## src/hdl/sita_pkg.sv

```systemverilog
// sita_pkg: shared types, constants and a helper function for the signed integer to ascii block
// depends on nothing; used by the interfaces and the top level
`timescale 1ns / 1ps
package sita_pkg;

  localparam int IN_W    = 16;
  localparam int BASE_W  = 6;
  localparam int DIGIT_W = 6;
  localparam int CHAR_W  = 8;

  localparam logic [BASE_W-1:0] BASE_MIN   = 6'd2;
  localparam logic [BASE_W-1:0] BASE_MAX   = 6'd35;
  localparam logic [BASE_W-1:0] BASE_RESET = 6'd10;

  localparam logic [CHAR_W-1:0] CHAR_MINUS = 8'h2D;
  localparam logic [CHAR_W-1:0] CHAR_NUL   = 8'h00;
  localparam logic [CHAR_W-1:0] CHAR_ZERO  = 8'h30;
  localparam logic [CHAR_W-1:0] CHAR_A     = 8'h61;
  localparam logic [DIGIT_W-1:0] DEC_DIGITS = 6'd10;

  typedef enum logic [2:0] {
    S_IDLE,
    S_DIV,
    S_SIGN,
    S_DIGIT,
    S_TERM
  } state_t;

  // digit value to its character: 0-9 then a-z
  function automatic logic [CHAR_W-1:0] digit_char(input logic [DIGIT_W-1:0] d);
    logic [CHAR_W-1:0] d_ext;
    d_ext = {{(CHAR_W-DIGIT_W){1'b0}}, d};
    if (d < DEC_DIGITS) begin
      return CHAR_ZERO + d_ext;
    end else begin
      return CHAR_A + d_ext - {{(CHAR_W-DIGIT_W){1'b0}}, DEC_DIGITS};
    end
  endfunction

endpackage

```

## src/hdl/sita_ifs.sv

```systemverilog
// sita_ifs: valid/ready channel interfaces for input values, output characters and base writes
// depends on sita_pkg for field widths
`timescale 1ns / 1ps

interface sita_in_if;
  logic                          valid;
  logic                          ready;
  logic signed [sita_pkg::IN_W-1:0] signed_value;
  modport source (output valid, output signed_value, input ready);
  modport sink   (input valid, input signed_value, output ready);
endinterface

interface sita_out_if;
  logic                        valid;
  logic                        ready;
  logic [sita_pkg::CHAR_W-1:0] ascii_char;
  logic                        last_char;
  modport source (output valid, output ascii_char, output last_char, input ready);
  modport sink   (input valid, input ascii_char, input last_char, output ready);
endinterface

interface sita_cfg_if;
  logic                        valid;
  logic                        ready;
  logic [sita_pkg::BASE_W-1:0] number_base;
  modport source (output valid, output number_base, input ready);
  modport sink   (input valid, input number_base, output ready);
endinterface

```

## src/hdl/signed_integer_to_ascii_top.sv

```systemverilog
// signed_integer_to_ascii_top: converts a signed integer to ascii text in a base from 2 to 35
// depends on sita_pkg and the channel interfaces in sita_ifs.sv
`timescale 1ns / 1ps

// One value beat in gives a stream of character beats out: '-' for a negative value, the
// digits most significant first (0-9 then a-y), then a NUL beat with last_char set. A base
// outside 2..35 gives the NUL beat alone. The base register (reset 10) is written through
// the cfg channel, which is always ready; the user must write it only while the block is
// idle, which the block itself does not enforce. Only the low VALUE_BITS bits of
// signed_value are converted. One value is handled at a time: each digit is the remainder
// of a full pass of the bit-serial restoring divider over the magnitude (one quotient bit
// per cycle through a narrow remainder register), then the beats go out one per cycle
// while out is ready. in is ready again the cycle after the NUL beat is taken.
module signed_integer_to_ascii_top #(
  parameter int VALUE_BITS = 16
) (
  input  logic        clk,
  input  logic        rst_n,
  sita_in_if.sink     in_bus,
  sita_out_if.source  out_bus,
  sita_cfg_if.sink    cfg_bus
);

  localparam int MAG_BITS    = VALUE_BITS + 1;
  localparam int STORE_DEPTH = VALUE_BITS + 1;
  localparam int EXT_W       = (VALUE_BITS > sita_pkg::IN_W) ? VALUE_BITS : sita_pkg::IN_W;
  localparam int BIT_W       = $clog2(MAG_BITS);
  localparam int CNT_W       = $clog2(STORE_DEPTH + 1);
  localparam int DW          = sita_pkg::DIGIT_W;
  localparam int BW          = sita_pkg::BASE_W;
  localparam logic [MAG_BITS-1:0] MAG_TOP = {1'b1, {VALUE_BITS{1'b0}}};

  sita_pkg::state_t state_r, state_nxt;

  logic [BW-1:0]       base_r;
  logic [MAG_BITS-1:0] mag_r;      // dividend in, quotient out, one bit per cycle
  logic [DW-1:0]       rem_r;      // running remainder, always below the base
  logic [BIT_W-1:0]    bit_r;      // quotient bit position within one digit
  logic                qnz_r;      // some quotient bit of this digit was one
  logic [CNT_W-1:0]    cnt_r;      // digits still on the stack
  logic                neg_r;
  logic [DW-1:0]       stk_r [STORE_DEPTH];  // digit stack, top at entry 0

  // input value taken down to VALUE_BITS bits
  logic [EXT_W-1:0]      in_ext;
  logic [VALUE_BITS-1:0] raw;
  logic                  raw_neg;
  logic [MAG_BITS-1:0]   mag_load;
  assign in_ext   = EXT_W'($unsigned(in_bus.signed_value));
  assign raw      = in_ext[VALUE_BITS-1:0];
  assign raw_neg  = raw[VALUE_BITS-1];
  assign mag_load = raw_neg ? (MAG_TOP - {1'b0, raw}) : {1'b0, raw};

  logic base_bad;
  assign base_bad = (base_r < sita_pkg::BASE_MIN) || (base_r > sita_pkg::BASE_MAX);

  // one restoring division step: shift in the next dividend bit, subtract if it fits
  logic [DW:0]   rem_shift;
  logic [DW:0]   rem_diff;
  logic          q_bit;
  logic [DW-1:0] rem_step;
  logic          digit_done;
  logic          quot_zero;
  assign rem_shift  = {rem_r, mag_r[MAG_BITS-1]};
  assign rem_diff   = rem_shift - {1'b0, base_r};
  assign q_bit      = (rem_shift >= {1'b0, base_r});
  assign rem_step   = q_bit ? rem_diff[DW-1:0] : rem_shift[DW-1:0];
  assign digit_done = (bit_r == BIT_W'(MAG_BITS - 1));
  assign quot_zero  = !(qnz_r || q_bit);

  logic in_beat, out_beat;
  assign in_beat  = in_bus.valid && in_bus.ready;
  assign out_beat = out_bus.valid && out_bus.ready;

  assign cfg_bus.ready = 1'b1;

  // next state
  always_comb begin
    state_nxt = state_r;
    unique case (state_r)
      sita_pkg::S_IDLE: begin
        if (in_beat) begin
          state_nxt = base_bad ? sita_pkg::S_TERM : sita_pkg::S_DIV;
        end
      end
      sita_pkg::S_DIV: begin
        if (digit_done && quot_zero) begin
          state_nxt = neg_r ? sita_pkg::S_SIGN : sita_pkg::S_DIGIT;
        end
      end
      sita_pkg::S_SIGN: begin
        if (out_beat) begin
          state_nxt = sita_pkg::S_DIGIT;
        end
      end
      sita_pkg::S_DIGIT: begin
        if (out_beat && (cnt_r == CNT_W'(1))) begin
          state_nxt = sita_pkg::S_TERM;
        end
      end
      sita_pkg::S_TERM: begin
        if (out_beat) begin
          state_nxt = sita_pkg::S_IDLE;
        end
      end
      default: state_nxt = sita_pkg::S_IDLE;
    endcase
  end

  // handshake and character outputs, all from registers
  always_comb begin
    in_bus.ready       = 1'b0;
    out_bus.valid      = 1'b0;
    out_bus.ascii_char = sita_pkg::CHAR_NUL;
    out_bus.last_char  = 1'b0;
    unique case (state_r)
      sita_pkg::S_IDLE: begin
        in_bus.ready = 1'b1;
      end
      sita_pkg::S_DIV: begin
        out_bus.valid = 1'b0;
      end
      sita_pkg::S_SIGN: begin
        out_bus.valid      = 1'b1;
        out_bus.ascii_char = sita_pkg::CHAR_MINUS;
      end
      sita_pkg::S_DIGIT: begin
        out_bus.valid      = 1'b1;
        out_bus.ascii_char = sita_pkg::digit_char(stk_r[0]);
      end
      sita_pkg::S_TERM: begin
        out_bus.valid      = 1'b1;
        out_bus.ascii_char = sita_pkg::CHAR_NUL;
        out_bus.last_char  = 1'b1;
      end
      default: begin
        out_bus.valid = 1'b0;
      end
    endcase
  end

  // control registers
  always_ff @(posedge clk) begin
    if (!rst_n) begin
      state_r <= sita_pkg::S_IDLE;
      base_r  <= sita_pkg::BASE_RESET;
      bit_r   <= '0;
      qnz_r   <= 1'b0;
      cnt_r   <= '0;
      neg_r   <= 1'b0;
    end else begin
      state_r <= state_nxt;
      if (cfg_bus.valid && cfg_bus.ready) begin
        base_r <= cfg_bus.number_base;
      end
      if (state_r == sita_pkg::S_IDLE) begin
        if (in_beat) begin
          bit_r <= '0;
          qnz_r <= 1'b0;
          cnt_r <= '0;
          neg_r <= raw_neg && !base_bad;
        end
      end else if (state_r == sita_pkg::S_DIV) begin
        if (digit_done) begin
          // digit finished: push it and restart on the quotient
          bit_r <= '0;
          qnz_r <= 1'b0;
          cnt_r <= cnt_r + CNT_W'(1);
        end else begin
          bit_r <= bit_r + BIT_W'(1);
          qnz_r <= qnz_r || q_bit;
        end
      end else if ((state_r == sita_pkg::S_DIGIT) && out_beat) begin
        cnt_r <= cnt_r - CNT_W'(1);
      end
    end
  end

  // datapath: divider shift registers and digit stack
  always_ff @(posedge clk) begin
    if ((state_r == sita_pkg::S_IDLE) && in_beat) begin
      mag_r <= mag_load;
      rem_r <= '0;
    end else if (state_r == sita_pkg::S_DIV) begin
      mag_r <= {mag_r[MAG_BITS-2:0], q_bit};
      if (digit_done) begin
        rem_r    <= '0;
        stk_r[0] <= rem_step;
        for (int i = 1; i < STORE_DEPTH; i++) begin
          stk_r[i] <= stk_r[i-1];
        end
      end else begin
        rem_r <= rem_step;
      end
    end else if ((state_r == sita_pkg::S_DIGIT) && out_beat) begin
      for (int i = 0; i < STORE_DEPTH - 1; i++) begin
        stk_r[i] <= stk_r[i+1];
      end
    end
  end

  // an accepted value always starts a division or goes straight to the terminator
  a_accept_next: assert property (@(posedge clk) disable iff (!rst_n)
    in_beat |=> (state_r == sita_pkg::S_DIV) || (state_r == sita_pkg::S_TERM))
    else $error("accepted value did not start a conversion");

  // the running remainder stays below the base during division
  a_rem_below_base: assert property (@(posedge clk) disable iff (!rst_n)
    (state_r == sita_pkg::S_DIV) |-> ({1'b0, rem_r} < {1'b0, base_r}))
    else $error("remainder reached the base");

  // digits are shown only while the stack holds some
  a_stack_nonempty: assert property (@(posedge clk) disable iff (!rst_n)
    (state_r == sita_pkg::S_DIGIT) |-> (cnt_r != '0))
    else $error("digit beat with an empty stack");

  // the terminator beat ends the conversion
  a_last_ends: assert property (@(posedge clk) disable iff (!rst_n)
    (out_beat && out_bus.last_char) |=> (state_r == sita_pkg::S_IDLE))
    else $error("conversion continued after the terminator");

  // a bad base never produces a digit or a sign
  a_bad_base_term: assert property (@(posedge clk) disable iff (!rst_n)
    (in_beat && base_bad) |=> (state_r == sita_pkg::S_TERM) && !neg_r)
    else $error("bad base did not go to the terminator");

endmodule

```

## src/flat_wrapper.sv

```systemverilog
// flat-port wrapper written by rule: the top's interface ports become plain ports
module signed_integer_to_ascii_top_flat 
#(
  parameter int VALUE_BITS = 16
)
  (clk, rst_n, in_bus_valid, in_bus_signed_value, in_bus_ready, out_bus_valid, out_bus_ascii_char, out_bus_last_char, out_bus_ready, cfg_bus_valid, cfg_bus_number_base, cfg_bus_ready);
  sita_in_if in_bus_i ();
  sita_out_if out_bus_i ();
  sita_cfg_if cfg_bus_i ();
  input  logic clk;
  input  logic rst_n;
  input wire logic [$bits(in_bus_i.valid)-1:0] in_bus_valid;
  input wire logic [$bits(in_bus_i.signed_value)-1:0] in_bus_signed_value;
  output wire logic [$bits(in_bus_i.ready)-1:0] in_bus_ready;
  output wire logic [$bits(out_bus_i.valid)-1:0] out_bus_valid;
  output wire logic [$bits(out_bus_i.ascii_char)-1:0] out_bus_ascii_char;
  output wire logic [$bits(out_bus_i.last_char)-1:0] out_bus_last_char;
  input wire logic [$bits(out_bus_i.ready)-1:0] out_bus_ready;
  input wire logic [$bits(cfg_bus_i.valid)-1:0] cfg_bus_valid;
  input wire logic [$bits(cfg_bus_i.number_base)-1:0] cfg_bus_number_base;
  output wire logic [$bits(cfg_bus_i.ready)-1:0] cfg_bus_ready;
  assign in_bus_i.valid = in_bus_valid;
  assign in_bus_i.signed_value = in_bus_signed_value;
  assign in_bus_ready = in_bus_i.ready;
  assign out_bus_valid = out_bus_i.valid;
  assign out_bus_ascii_char = out_bus_i.ascii_char;
  assign out_bus_last_char = out_bus_i.last_char;
  assign out_bus_i.ready = out_bus_ready;
  assign cfg_bus_i.valid = cfg_bus_valid;
  assign cfg_bus_i.number_base = cfg_bus_number_base;
  assign cfg_bus_ready = cfg_bus_i.ready;
  signed_integer_to_ascii_top #(.VALUE_BITS(VALUE_BITS)) u_core (.clk(clk), .rst_n(rst_n), .in_bus(in_bus_i), .out_bus(out_bus_i), .cfg_bus(cfg_bus_i));
endmodule
```

## config.mk

```make
export PLATFORM = sky130hd
export DESIGN_NAME = signed_integer_to_ascii_top_flat
export DESIGN_NICKNAME = d
export VERILOG_FILES = /design/src/hdl/sita_pkg.sv /design/src/hdl/sita_ifs.sv /design/src/hdl/signed_integer_to_ascii_top.sv /design/src/flat_wrapper.sv
export SDC_FILE = /design/constraint.sdc
export NUM_CORES = 1
export LEC_CHECK = 0
export ABC_AREA = 1
export BUFFER_PORTS_ARGS = -buffer_cell sky130_fd_sc_hd__buf_4
export CELL_PAD_IN_SITES_DETAIL_PLACEMENT = 1
export CELL_PAD_IN_SITES_GLOBAL_PLACEMENT = 1
export CORE_MARGIN = 4
export CORE_UTILIZATION = 35
export CTS_CLUSTER_DIAMETER = 80
export DETAILED_ROUTE_END_ITERATION = 8
export HOLD_SLACK_MARGIN = 0.02
export PLACE_DENSITY = 0.65
export SLEW_MARGIN = 20
export SYNTH_ARGS = -nofsm -noshare
export SYNTH_HDL_FRONTEND = slang
export SYNTH_SLANG_ARGS = --single-unit
```

## constraint.sdc

```tcl
create_clock -name clk -period 7.9 [get_ports clk]
set_clock_uncertainty 0.1 [all_clocks]
set_input_delay 0.395 -clock clk [delete_from_list [all_inputs] [get_ports clk]]
set_output_delay 0.395 -clock clk [all_outputs]
set_load 0.005 [all_outputs]
```

After elaboration in Yosys (flattened, before gate mapping) --
Memories as Yosys holds them, arrays and structs flattened. Cells that the tools add are included.
Storage, ports and cells: bits in read-only memories 0, register bits 44, bits in writable memories 102, output and inout port bits 12, memories kept 1, bits in latches 0, logic and storage cells 123, input port bits 27
Cells by class: bitwise gates (word level) 16, multipliers 0, eq/ne operators 12, $add $sub $neg 8, divide/modulo/power cells 0, shift operators 0, mux-type cells 54, order comparisons 4, reductions and logical operators 20
Memories:
- u_core.stk_r | depth 17, width 6, rd ports 17, clocked after Yosys merged registers in 0, write ports 17, line signed_integer_to_ascii_top.sv:42 | logic [DW-1:0] stk_r [STORE_DEPTH];
Operator list (number):
- 6-bit two-way mux | 18
- 17-bit two-way mux | 3
- 5-bit two-way mux | 8
- 3-bit two-way mux | 6
- 17-bit by 16-bit subtractor with 17-bit output (first input constant) | 1
- 1-bit two-way mux | 16
- 1-bit bitwise OR | 16
- 8-bit one-hot mux with 2 select lines | 1
- 3-bit one-hot mux with 5 select lines | 1
- 5-bit by 1-bit adder with 5-bit output (second input constant) | 2
- 2-bit by 1-bit inequality test with 1-bit output (second input constant) | 5
- 7-bit by 6-bit adder with 8-bit output (first input constant) | 1
- 8-bit two-way mux | 1
- 8-bit by 4-bit subtractor with 8-bit output (second input constant) | 1
- 6-bit by 6-bit adder with 7-bit output (first input constant) | 1
- 7-bit by 6-bit >= comparator with 1-bit output | 1
- 1-bit logical AND | 7
- 3-bit by 2-bit equality test with 1-bit output (second input constant) | 2
- 6-bit greater-than comparator (second input constant) | 1
- 6-bit by 2-bit less-than comparator with 1-bit output (second input constant) | 1
- 6-bit by 4-bit less-than comparator with 1-bit output (second input constant) | 1
- 6-bit subtractor | 1
- 5-bit by 1-bit equality test with 1-bit output (second input constant) | 1
- 5-bit equality test (second input constant) | 1
- 13 further kinds | 17

Longest topological paths before layout --
depth in word-level cells 10, depth in mapped cells 12

Least setup slack after synthesis --
Ideal clock, no wire load.
kind register -> register, from register u_core.state_r[1], to memory u_core.stk_r[0][0] (netlist bit), enable pin, data arrival time 4.969 ns, stages on the path, launching flop included 7, setup slack 2.278 ns, path buffers 0, cell sequence dfxtp_1 -> nand2_2 -> nor2_8 -> nand2_4 -> nand2_2 -> nand3_4 -> nor2_1
RTL lines:
- from (decl) | line signed_integer_to_ascii_top.sv:33 | sita_pkg::state_t state_r, state_nxt;
- from (signal assigned) | line signed_integer_to_ascii_top.sv:145 | state_r <= sita_pkg::S_IDLE;
- from (signal assigned) | line signed_integer_to_ascii_top.sv:152 | state_r <= state_nxt;
- to (decl) | line signed_integer_to_ascii_top.sv:42

==> flow_summary.json <==
{
  "cts_tree": "built",
  "fin_crit_ns": 3.559,
  "cts.sinks": 146,
  "rsz0062_at_grt": "false",
  "crit_start": "u_core.state_r[1]$_SDFFE_PN0P_",
  "setup_viol": 0,
  "die-width_microns": 151.4,
  "cp-start-kind": "register",
  "grtUsageTotal_pct": 14.97,
  "viasPerCell": 4.818,
  "routed_wl_mm": 16.10,
  "dr.pass1.iters": 4,
  "cts_setup_buffers": 0,
  "grtUsageMet2_pct": 25.03,
  "drc": 0,
  "end_kind": "register",
  "r2r_setup_slack_ns": 4.34,
  "syn_to_final_growth_pct": 15.57,
  "synth-main-ff-cell": "edfxtp_1",
  "grtUsageMet1_pct": 19.16,
  "path_max_fanout": 95,
  "cts-root-buf": "clkbuf_16",
  "vias": 5300,
  "synth_edf_count": 119,
  "antenna_found_initial": 0,
  "place.port_buffers": 37,
  "grt_max_degree": 100,
  "synth_nets": 831,
  "max_cap_violations": 0,
  "setup_tns_ns": 0,
  "fp.dieH_microns": 151.4,
  "reg2reg_depth": 8,
  "syn_avg_cell_area_sq_um": 9.163,
  "grt_overflow_total": 0,
  "grt_pass1_wl_mm": 27.47,
  "drive_above_1_share_pct": 11.33,
  "power.total_mw": 3.531,
  "synth.distinct_cells": 39,
  "critical_path_class": "reg2reg",
  "yosysWarnings": 0,
  "ctsResizeCount": 0,
  "drt_iter0_markers": 294,
  "clkTransAtPathRegs_ns": 0.06,
  "busiest_layer": "met2",
  "routedWlPerCell_microns": 14.64,
  "netlist_top_cells_area": "edfxtp_1 (50%), nand2_1 (11%), dfxtp_1 (7.5%)",
  "finalHoldViolations": 0,
  "critPathCapture": "u_core.stk_r[0][4]$_DFFE_PP_",
  "postLayoutCoreUtil_pct": 41.13,
  "synth_top_area_share_pct": 49.62,
  "ios": 39,
  "maxSlewHeadroom_pct": 34.42,
  "gr-usage-met3_pct": 3.890,
  "syn_inst": 786,
  "async_reset_ff_share_pct": 0,
  "crit_arrival_ns": 3.50,
  "initial_core_util_pct": 35.59,
  "rows": 52,
  "hold_class": "in2reg",
  "period_share_pct": 45.05,
  "ir_drop_mv": 0.1792,
  "place.gp.congestion": 0.7916,
  "postCtsHoldBufs": 0,
  "status": "finished, final reports clean",
  "dpl-instance-area_sq_um": 7709,
  "fmax_mhz": 281.0,
  "synth_common_cells": "nand2_1 (210), edfxtp_1 (119), inv_1 (100), o21ai_0 (90), o21ai_1 (38)",
  "synth_seq_cells": 146,
  "p_per_area_nw_per_um2": 424.2,
  "yosysTopAreaCell": "edfxtp_1",
  "core_sq_um": 20230,
  "r2r_start": "u_core.state_r[1]$_SDFFE_PN0P_",
  "cts_buffer_depth": 2,
  "clk_latency_ns": 0.42,
  "yosysMostFrequentCell": "nand2_1",
  "finish.instance_area_sq_um": 8323,
  "dieArea_sq_um": 22940,
  "crit_required_ns": 7.84,
  "diodes": 0,
  "p_leak_nw": 3.492,
  "fin_nets": 862,
  "cts_buffers": 17,
  "tightest_slew_ns": 0.9800,
  "h-tree-depth": 4,
  "r2r-end": "u_core.stk_r[0][4]$_DFFE_PP_",
  "grt_pass1_vias": 5774,
  "synth_area_sq_um": 7202,
  "ys_seq_area_share_pct": 57.12,
  "place_hpwl_mm": 10.86,
  "maxSlewViolCount": 0,
  "antenna_left": 0
}
==> cells by family (layout without fill, tap and decap cells) <==
group | Yosys count | in the layout | share of synthesized area, %
adder cells (fa/ha/maj) | 18 | 18 | 3.231
other | 1 | 1 | 0.05207
XOR/XNOR | 15 | 15 | 1.824
flip-flops | 146 | 146 | 57.12
AO/OA/AOI/OAI | 166 | 166 | 11.87
AND/OR/NAND/NOR | 307 | 307 | 18.52
buffers and inverters | 133 | 177 | 7.384
==> cell usage in the layout, fill, tap and decap left out, drive strengths merged, types with 2 or more instances in the layout <==
cell type | netlist | layout
edfxtp | 119 | 119
nand3 | 30 | 30
nand4 | 4 | 4
a21oi | 30 | 30
inv | 106 | 108
buf | 18 | 39
clkinv | 0 | 6
clkinvlp | 0 | 3
o22ai | 2 | 2
or2 | 3 | 3
nand2 | 217 | 217
xnor2 | 5 | 5
clkbuf | 9 | 17
nor3 | 7 | 7
nand3b | 3 | 3
nor2 | 41 | 41
bufinv | 0 | 4
o21ai | 130 | 130
dfxtp | 27 | 27
xor2 | 10 | 10
ha | 17 | 17
==> area by class of cell <==
cell class / count / area, sq um
Clock buffer: 17 / 425.4
Clock inverter: 15 / 188.9
Inverter: 106 / 400.4
Tap cell: 270 / 337.8
Sequential cell: 146 / 4114
Timing Repair Buffer: 39 / 292.8
Multi-Input combinational cell: 507 / 2564
Fill cell: 2333 / 11910
==> per-stage QoR <==
step	setup WS [ns]	hold slack [ns]	instances
final	4.341	0.1006	1100
after CTS	4.248	0.07444	1100
after detailed placement	4.268	0.3449	1068
after global routing	4.033	0.09619	1100
after global placement	4.438	0.3403	1068
after floorplan	2.278	0.3268	786
==> sequential cells by signal, summed over array words and instances, names as in the netlist <==
name and cells:
u_core.rem_r 6, u_core.qnz_r 1, u_core.state_r 3, u_core.neg_r 1, u_core.base_r 6, u_core.cnt_r 5
u_core.stk_r 102, u_core.bit_r 5, u_core.mag_r 17
==> power breakdown <==
group          internal, mW  leakage, nW  switching [mW]
Clock                 0.526        0.294           0.322
Combinational         0.365         1.86           0.803
Sequential             1.35         1.34           0.162
==> per-layer routing <==
metal / part of all wire [%] / wire length (microns)
met5: 0 / 0
met4: 1.4 / 223
met3: 2.5 / 405
met2: 48 / 7749
met1: 48 / 7726
==> worst min path at each step <==
stage,startpoint,endpoint,cells after the start
after global routing,cfg_bus_valid,u_core.base_r[1]$_SDFFE_PN1P_,2
after detailed placement,u_core.stk_r[0][94]$_DFFE_PP_,u_core.stk_r[1][4]$_DFFE_PP_,0
after CTS,cfg_bus_number_base[1],u_core.base_r[1]$_SDFFE_PN1P_,3
final,cfg_bus_number_base[1],u_core.base_r[1]$_SDFFE_PN1P_,3
after global placement,u_core.stk_r[0][91]$_DFFE_PP_,u_core.stk_r[1][1]$_DFFE_PP_,0
after floorplan,u_core.stk_r[0][90]$_DFFE_PP_,u_core.stk_r[1][0]$_DFFE_PP_,0
==> critical path, stage by stage (launching register included) <==
cell	delay (ns)
dfxtp_1	0.43
nand2_2	0.15
nor2_8	0.17
nand2_4	0.05
buf_4	0.38
nand2_2	0.19
nand3_4	0.14
nor2_4	0.72
buf_4	0.78
(Power assumes the default switching activity.)
